==> src/rtl/pdd_pkg.sv <==
// ----------------------------------------------------------------------------
// pdd_pkg: shared types and constants for the priority disk dilation core
// Colour class codes, register indexes, configuration and control structs,
// and the small colour helper functions.
// ----------------------------------------------------------------------------
package pdd_pkg;

	// colour class codes held in the class store
	localparam logic [2:0] CLS_WHITE  = 3'd0;
	localparam logic [2:0] CLS_BLACK  = 3'd1;
	localparam logic [2:0] CLS_RED    = 3'd2;
	localparam logic [2:0] CLS_BLUE   = 3'd3;
	localparam logic [2:0] CLS_GREEN  = 3'd4;
	localparam logic [2:0] CLS_YELLOW = 3'd5;

	// configuration register indexes
	localparam logic [2:0] REG_IMG_WIDTH   = 3'd0;
	localparam logic [2:0] REG_IMG_HEIGHT  = 3'd1;
	localparam logic [2:0] REG_RADIUS      = 3'd2;
	localparam logic [2:0] REG_RANK_BLACK  = 3'd3;
	localparam logic [2:0] REG_RANK_RED    = 3'd4;
	localparam logic [2:0] REG_RANK_BLUE   = 3'd5;
	localparam logic [2:0] REG_RANK_GREEN  = 3'd6;
	localparam logic [2:0] REG_RANK_YELLOW = 3'd7;

	// request kinds carried on tuser
	localparam logic REQ_LOAD  = 1'b0;
	localparam logic REQ_FETCH = 1'b1;

	localparam logic [7:0] CH_MAX = 8'd255;

	typedef struct packed {
		logic [8:0] img_width;
		logic [8:0] img_height;
		logic [3:0] radius;
		logic [2:0] rank_black;
		logic [2:0] rank_red;
		logic [2:0] rank_blue;
		logic [2:0] rank_green;
		logic [2:0] rank_yellow;
	} cfg_t;

	typedef enum logic [2:0] {
		ST_IDLE,
		ST_PREP,
		ST_DIV,
		ST_LOAD,
		ST_SCAN,
		ST_DRAIN,
		ST_EMIT
	} ctrl_state_t;

	// controller to datapath
	typedef struct packed {
		logic take;        // latch the accepted item
		logic prep;        // wrap fetch pointer, start coordinate divide
		logic scan_init;   // set up the neighbourhood scan
		logic scan_step;   // visit one disk position
		logic load_write;  // store the class of a loaded pixel
		logic emit;        // move the result into the output register
	} ctrl_cmd_t;

	// datapath to controller
	typedef struct packed {
		logic div_done;
		logic is_fetch;
		logic scan_last;
		logic out_free;
	} dp_status_t;

	// exact colours only; everything else is white
	function automatic logic [2:0] classify(input logic [7:0] r, input logic [7:0] g,
			input logic [7:0] b);
		logic [2:0] c;
		c = CLS_WHITE;
		if (r == '0 && g == '0 && b == '0)
			c = CLS_BLACK;
		else if (r == CH_MAX && g == '0 && b == '0)
			c = CLS_RED;
		else if (r == '0 && g == '0 && b == CH_MAX)
			c = CLS_BLUE;
		else if (r == '0 && g == CH_MAX && b == '0)
			c = CLS_GREEN;
		else if (r == CH_MAX && g == CH_MAX && b == '0)
			c = CLS_YELLOW;
		return c;
	endfunction

	function automatic logic [2:0] rank_of(input logic [2:0] cls, input cfg_t cfg);
		logic [2:0] rk;
		case (cls)
			CLS_BLACK:  rk = cfg.rank_black;
			CLS_RED:    rk = cfg.rank_red;
			CLS_BLUE:   rk = cfg.rank_blue;
			CLS_GREEN:  rk = cfg.rank_green;
			CLS_YELLOW: rk = cfg.rank_yellow;
			default:    rk = 3'd0;
		endcase
		return rk;
	endfunction

	// representative colour, packed {blue, green, red}
	function automatic logic [23:0] rep_colour(input logic [2:0] cls);
		logic [23:0] c;
		case (cls)
			CLS_BLACK:  c = {8'd0, 8'd0, 8'd0};
			CLS_RED:    c = {8'd0, 8'd0, CH_MAX};
			CLS_BLUE:   c = {CH_MAX, 8'd0, 8'd0};
			CLS_GREEN:  c = {8'd0, CH_MAX, 8'd0};
			CLS_YELLOW: c = {8'd0, CH_MAX, CH_MAX};
			default:    c = {CH_MAX, CH_MAX, CH_MAX};
		endcase
		return c;
	endfunction

endpackage

==> src/rtl/pdd_ctrl.sv <==
// ----------------------------------------------------------------------------
// pdd_ctrl: sequencing state machine
// Takes one item at a time, runs the coordinate divide, then either stores
// a loaded pixel or scans the disk and hands the result to the output.
// ----------------------------------------------------------------------------
module pdd_ctrl (
	input  logic                clk,
	input  logic                arst_n,
	input  logic                in_valid,
	output logic                in_ready,
	input  pdd_pkg::dp_status_t sts,
	output pdd_pkg::ctrl_cmd_t  cmd
);
	import pdd_pkg::*;

	ctrl_state_t state_q;
	ctrl_state_t state_d;

	// state register
	always_ff @(posedge clk or negedge arst_n) begin
		if (!arst_n)
			state_q <= ST_IDLE;
		else
			state_q <= state_d;
	end

	// next state and commands
	always_comb begin
		state_d  = state_q;
		cmd      = '0;
		in_ready = 1'b0;
		case (state_q)
			ST_IDLE: begin
				in_ready = 1'b1;
				if (in_valid) begin
					cmd.take = 1'b1;
					state_d  = ST_PREP;
				end
			end
			ST_PREP: begin
				cmd.prep = 1'b1;
				state_d  = ST_DIV;
			end
			ST_DIV: begin
				if (sts.div_done) begin
					if (sts.is_fetch) begin
						cmd.scan_init = 1'b1;
						state_d       = ST_SCAN;
					end else begin
						state_d = ST_LOAD;
					end
				end
			end
			ST_LOAD: begin
				cmd.load_write = 1'b1;
				state_d        = ST_IDLE;
			end
			ST_SCAN: begin
				cmd.scan_step = 1'b1;
				if (sts.scan_last)
					state_d = ST_DRAIN;
			end
			ST_DRAIN: begin
				state_d = ST_EMIT;
			end
			ST_EMIT: begin
				if (sts.out_free) begin
					cmd.emit = 1'b1;
					state_d  = ST_IDLE;
				end
			end
			default: begin
				state_d = ST_IDLE;
			end
		endcase
	end

	a_scan_ends_in_drain: assert property (@(posedge clk) disable iff (!arst_n)
		state_q == ST_SCAN && sts.scan_last |=> state_q == ST_DRAIN)
		else $error("scan did not end after the last position");

	a_div_waits: assert property (@(posedge clk) disable iff (!arst_n)
		state_q == ST_DIV && !sts.div_done |=> state_q == ST_DIV)
		else $error("left divide before it finished");

	a_drain_then_emit: assert property (@(posedge clk) disable iff (!arst_n)
		state_q == ST_DRAIN |=> state_q == ST_EMIT)
		else $error("drain not followed by emit");

endmodule

==> config.mk <==
export PLATFORM = sky130hd
export DESIGN_NAME = pdd_ctrl
export DESIGN_NICKNAME = d
export VERILOG_FILES = /design/src/rtl/pdd_pkg.sv /design/src/rtl/pdd_ctrl.sv
export SDC_FILE = /design/constraint.sdc
export NUM_CORES = 1
export LEC_CHECK = 0
export BUFFER_PORTS_ARGS = -buffer_cell sky130_fd_sc_hd__buf_2
export CAP_MARGIN = 0
export CORE_AREA = 2 2 39 41
export CTS_BUF_LIST = sky130_fd_sc_hd__clkbuf_8 sky130_fd_sc_hd__clkbuf_16
export DETAILED_ROUTE_END_ITERATION = 16
export DIE_AREA = 0 0 41 43
export PLACE_DENSITY = 0.42
export SLEW_MARGIN = 30
export SYNTH_ARGS = -nofsm -noshare
export SYNTH_HDL_FRONTEND = slang
export SYNTH_SLANG_ARGS = --single-unit
==> constraint.sdc <==
create_clock -name clk -period 0.95 [get_ports clk]
set_input_delay 0.095 -clock clk [delete_from_list [all_inputs] [get_ports clk]]
set_output_delay 0.095 -clock clk [all_outputs]
set_load 0.05 [all_outputs]
==> results.txt, run 1 <==
Number of flops mapped to enable cells by yosys - 0
Syn_nets - 31
Synth warnings - 0
Tcrit/Tclk final - 1.36
Syn Inst Count - 24
Ys flop type - dfrtp_1
Placeable Area - 0.00138 mm^2
Top-count cell post-synth - dfrtp_1
Setup Skew - 0.00264 ns
Die Width - 41 um
Initial Utilization - 0.184
Min-delay src - sts[2]
I/O Buffers - 13
Final Critical Period - 1.29 ns
FF+latch count, synth - 3
Max-Slew Margin vs Limit - 0.803
Clock Latency Late Sink - 0.22 ns
CTS tree - built
Dominant cell type by area after synthesis - dfrtp_1
Hold_ws - 0.122 ns
Slew at the pin with the worst max-slew slack - 0.295 ns
Number of global-route vias before repair - 282
Routability cong. - 0.730
Biggest register - state_q
Failing checks - negative setup slack
Pwr dens - 3520 mW/mm^2
Final WL - 665 um
Clk slew on worst S/H paths - 0.03 ns
Die height - 43 um
Diodes inserted - 0
Post-synthesis sequential area ratio - 0.296
Average size of a mapped cell - 10.6 um^2
Biggest registers after layout - state_q: 3 flops
Pin count of the biggest net entering global routing - 9
CTS sink cnt - 3
Antenna-violating nets left - 0
Share of the synthesized area in the top cell type - 0.296
Initial antenna violation count - 0
Die area - 0.00176 mm^2
Final setup vio count - 10
Hold Path End - state_q[0]
All-Layer GR Usage - 0.107
R2R depth - 4
Number of library cell types mapped by synthesis - 18
Setup crit start kind - register
CP arrival - 1.20 ns
Via count - 265
Fmax - 0.773 GHz
Final Max Slew Viols - 0
Critical Path RT - 0.85 ns
Kind of critical path - reg2out
H-tree depth - 1
FF-to-FF setup slack - -0.25 ns
Post-DR wirelength/cell - 10.1 um
RSZ-0062 raised after global routing - yes
Rows - 14
Nets - 58
Run status - finished with violations
Hold depth - 2
Share of cells above drive strength 1 - 0.800
Top cells by area, synth - dfrtp_1, buf_6, nand3b_4, o32ai_2, nor3b_1
Largest register FFs - 3
Critical R2R Capture - state_q[0]
CTS root buffer - clkbuf_8
CP max stage delay - 0.39 ns
DR DRC count - 0
CTS Buf Count - 3
Crit path max-delay family - flip-flops
Area Overhead vs Synth - 121%
Worst R2R Start - state_q[2]
Worst path buffer plus inverter count - 1
Mapped cell area - 254 um^2
First-pass iteration count of the detailed router - 3
Setup ws final - -0.343 ns
Maximum root-to-sink buffer count - 2
GRT overflow - 0
Placed Cells incl. Taps - 56
Max cap viols - 0
Crit end category - primary output
Synth cell count leaders - dfrtp_1, buf_6, nor2_1, nor2b_1, nor3b_1
IO Count - 14
Non-filler cells, final - 66
CP max stage cell - dfrtp_1
Global-route wire length before repair - 1.15 mm
Peak supply drop - 1.14 mV
Lkg Pwr - 0.259 nW
Async SR Flop Fraction - 1.00
Max FO, Critical Path - 3
Drt via density - 4.02
HP Class - in2reg
DRT iter0 DRCs - 1
Final hold vios - 0
Final Power - 1.98 mW
Cells along the critical path - nand2b_1 -> nor2_4 -> buf_4
HPWL reported at the end of detailed placement - 483 um
[worst register-to-register path: stages (launching register included)]
cell	delay (ns)
dfrtp_2	0.46
buf_6	0.14
buf_6	0.10
mux2i_1	0.11
o32ai_2	0.28
[cell families (layout without fill, tap and decap cells)]
kind of cell	after synthesis	after routing	share of synthesized area
flip-flops	3	3	0.296
multiplexers	1	1	0.0394
AND/OR/NAND/NOR	13	13	0.404
AO/OA/AOI/OAI	4	4	0.153
buffers and inverters	3	29	0.108
[power by group]
| part | internal [mW] | switching, mW | leakage (nW) | total [mW] |
|---|---|---|---|---|
| Sequential | 0.188 | 0.101 | 0.0358 | 0.289 |
| Combinational | 0.685 | 0.642 | 0.197 | 1.33 |
| Clock | 0.275 | 0.0873 | 0.0269 | 0.363 |
[per-stage QoR]
step	TNS [ns]	util	instance area (um^2)	setup WS (ns)
after global routing	-2.89	0.406	562	-0.398
after global placement	-1.59	0.282	390	-0.247
final	-2.39	0.406	562	-0.343
after CTS	-2.48	0.388	537	-0.340
after floorplan	-1.60	-	288	-0.460
after detailed placement	-1.58	0.282	390	-0.247
[per-layer routing]
metal	wire length, um	vias up	track usage
met5	0	-	0
met4	0	0	0.120
met3	29	0	0.0471
met2	385	8	0.138
met1	250	120	0.113
li1	-	137	-
[final cells by class]
type	count	area, um^2
timing repair buffer	25	224
fill	139	822
sequential	3	77.6
clock buffer	3	41.3
clock inverter	1	3.75
multi-input combinational	18	195
tap	16	20.0
[layout by cell type, fill, tap and decap left out]
master and instances:
a31o_1 1, and2_4 1, and3b_2 1, buf_2 6, buf_4 8, buf_6 7, buf_8 3, clkbuf_8 3
dfrtp_1 1, dfrtp_2 2, dlygate4sd3_1 1, inv_1 1, mux2i_1 1, nand2_1 1, nand2b_1 1, nand3b_4 1
nand4bb_1 1, nor2_4 2, nor2b_1 2, nor3_4 1, nor3b_2 2, o21ai_2 1, o2bb2ai_2 1, o32ai_2 1
[repair_timing]
action / CTS / global route
endpoints found under the hold margin: 3 / 0
buffers inserted: 4 / 2
resized for setup: 21 / 5
pin swaps: 2 / 3
setup endpoints to repair: 10 / 10
hold buffers: 1 / 0
[how the worst max path moves through the flow]
stage | start | end | cells past startpoint
5_1_grt | state_q[0] | cmd[0] | 3
4_1_cts | state_q[1] | cmd[5] | 3
6_report | state_q[0] | cmd[0] | 3
2_1_floorplan | state_q[1] | cmd[5] | 3
3_3_place_gp | state_q[2] | cmd[5] | 3
3_5_place_dp | state_q[2] | cmd[5] | 3
No activity file was read; power rests on OpenSTA's default activity.
==> run 2: changes to the inputs <==
--- a/config.mk
+++ b/config.mk
@@ -7,11 +7,14 @@
 export LEC_CHECK = 0
 export BUFFER_PORTS_ARGS = -buffer_cell sky130_fd_sc_hd__buf_2
 export CAP_MARGIN = 0
+export CELL_PAD_IN_SITES_DETAIL_PLACEMENT = 0
+export CELL_PAD_IN_SITES_GLOBAL_PLACEMENT = 1
 export CORE_AREA = 2 2 39 41
 export CTS_BUF_LIST = sky130_fd_sc_hd__clkbuf_8 sky130_fd_sc_hd__clkbuf_16
 export DETAILED_ROUTE_END_ITERATION = 16
 export DIE_AREA = 0 0 41 43
-export PLACE_DENSITY = 0.42
+export HOLD_SLACK_MARGIN = 0.1
+export PLACE_DENSITY = 0.54
 export SLEW_MARGIN = 30
 export SYNTH_ARGS = -nofsm -noshare
 export SYNTH_HDL_FRONTEND = slang
==> run 2 against run 1 <==
Net effect: the flow still finishes with violations (negative setup slack); maximum frequency shrank 0.55%; final area grew 11%; clock power is essentially flat; critical path type unchanged.
==> results.txt, run 2 (same netlist as run 1, synthesis figures left out) <==
Fmax - 0.769 GHz (-0.55%)
Failing checks - negative setup slack
Final Max Slew Viols - 0 (unchanged)
H-tree depth - 1 (unchanged)
Final instance area - 622 um^2 (+11%)
Pre-CTS WS - -0.222 ns (+0.0248 ns)
Power Internal - 1.31 mW (+14%)
Pin count of the biggest net entering global routing - 7 (-2)
Crit end category - primary output
Cells along the critical path - buf_6 -> nor3b_4 -> buf_6
Comb pwr share - 0.705 (+0.034)
Initial antenna violation count - 0 (unchanged)
Most used cell, CP - buf_6
Initial Utilization - 0.184 (unchanged)
CTS sink cnt - 3 (unchanged)
Biggest registers after layout - state_q: 3 flops
Tcrit/Tclk final - 1.37 (+0.00756)
CP arrival - 1.21 ns (about the same)
I/O Buffers - 13 (unchanged)
Clk slew on worst S/H paths - 0.03 ns (about the same)
Most frequent cells in the layout - buf_6, buf_4, buf_2
Antenna-violating nets left - 0 (unchanged)
Area Overhead vs Synth - 145%
DP Area - 390 um^2 (unchanged)
Max-Slew Margin vs Limit - 0.884 (+0.0806)
Rows - 14 (unchanged)
Kind of critical path - reg2out
Setup crit start kind - register
Die height - 43 um (unchanged)
Die area - 0.00176 mm^2 (unchanged)
Slew at the pin with the worst max-slew slack - 0.170 ns (-0.126 ns)
Peak supply drop - 1.32 mV (+15%)
Largest register FFs - 3 (unchanged)
Pwr dens - 3620 mW/mm^2 (+2.8%)
GRT overflow - 0 (unchanged)
Sw frac - 0.417 (-0.00259)
Number of global-route vias before repair - 310 (+9.9%)
Biggest register - state_q
Lkg Pwr - 0.285 nW (+9.7%)
Routability cong. - 0.644 (-12%)
Non-filler cells, final - 69 (+4.5%)
Clock Latency Late Sink - 0.22 ns (about the same)
DR DRC count - 0 (unchanged)
Diodes inserted - 0 (unchanged)
Placeable Area - 0.00138 mm^2 (unchanged)
Final WL - 923 um (+39%)
CTS root buffer - clkbuf_8
Nets - 61 (+5.2%)
Hold_ws - 0.120 ns (-0.00187 ns)
Max FO, Critical Path - 5 (+2)
Setup_tns - -2.52 ns (-0.131 ns)
IO Count - 14 (unchanged)
Via count - 293 (+11%)
HP Class - in2reg
CTS Buf Count - 3 (unchanged)
Clock share of power - 0.161 (-0.022)
Commonest non-fill, non-tap cell in the layout - buf_6
Setup Skew - 0.00125 ns (-0.00140 ns)
Layout Utilization - 0.449 (+0.0434)
CP max stage delay - 0.45 ns (+0.06 ns)
Final Critical Period - 1.30 ns (+0.00718 ns)
Critical Path RT - 0.85 ns (about the same)
Share of cells above drive strength 1 - 0.868 (+0.0679)
Maximum root-to-sink buffer count - 2 (unchanged)
Setup ws final - -0.350 ns (-0.00718 ns)
Drt via density - 4.25 (+5.8%)
CP max stage cell - dfrtp_2
Final setup vio count - 10 (unchanged)
Max cap viols - 0 (unchanged)
All-Layer GR Usage - 0.127 (+0.0202)
DRT iter0 DRCs - 0 (-1)
Switching Power - 0.939 mW (+13%)
CTS tree - built
Global-route wire length before repair - 1.41 mm (+22%)
HPWL reported at the end of detailed placement - 532 um (+10%)
Final Power - 2.25 mW (+14%)
Final hold vios - 0 (unchanged)
RSZ-0062 raised after global routing - yes
Die Width - 41 um (unchanged)
First-pass iteration count of the detailed router - 1 (-2)
Register share of total power - 0.134 (-0.012)
Run status - finished with violations
Post-DR wirelength/cell - 13.4 um (+33%)
Placed Cells incl. Taps - 56 (unchanged)
==> run 2: cell types whose count changed in the layout (fill, tap and decap cells not counted), sizes merged <==
cell,change
buf,+3
==> run 2: area by class of cell <==
type	instances	area, um^2
tap	16	20.0
clock inverter	1	3.75
fill	132	762
timing repair buffer	28	262
clock buffer	3	41.3
sequential	3	78.8
multi-input combinational	18	216
==> run 2: worst max-delay path, delay by kind of cell, from the launching register on <==
| kind | cells | cell delay (ns) |
|---|---|---|
| DFF | 1 | 0.45 |
| and+or+nand+nor | 1 | 0.21 |
| buffers and inverters | 2 | 0.33 |
==> run 2: worst paths after layout <==
check	cells past startpoint	slack (ns)	start	to
max	3	-0.35	state_q[1]	cmd[4]
min	2	0.12	sts[2]	state_q[0]
max reg2reg	4	-0.26	state_q[1]	state_q[1]
min reg2reg	2	0.69	state_q[0]	state_q[2]
max in group asynchronous	2	0.63	arst_n	state_q[1]
min in group asynchronous	2	0.20	arst_n	state_q[0]
==> run 2: power groups by stage <==
stage | Clock (mW) | Sequential (mW) | Combinational [mW]
global placement | 0 | 0.284 | 0.962
CTS | 0.373 | 0.300 | 1.44
global route | 0.391 | 0.311 | 1.66
floorplan | 0 | 0.197 | 0.841
finish | 0.363 | 0.301 | 1.59
detailed placement | 0 | 0.286 | 0.973
==> run 2: timing repair <==
action / CTS / global route
setup buffers: 6 / 4
hold buffers: 1 / 0
gates resized for setup: 32 / 7
pin swaps: 6 / 7
endpoints found under the setup margin: 10 / 10
hold endpoints to repair: 3 / 0
==> run 2: per-layer routing <==
| metal | wire length, um | up-vias | GRT usage |
|---|---|---|---|
| li1 | - | 142 | - |
| met1 | 329 | 140 | 0.140 |
| met2 | 524 | 11 | 0.194 |
| met3 | 69 | 0 | 0.0785 |
| met4 | 0 | 0 | 0.0400 |
| met5 | 0 | - | 0 |
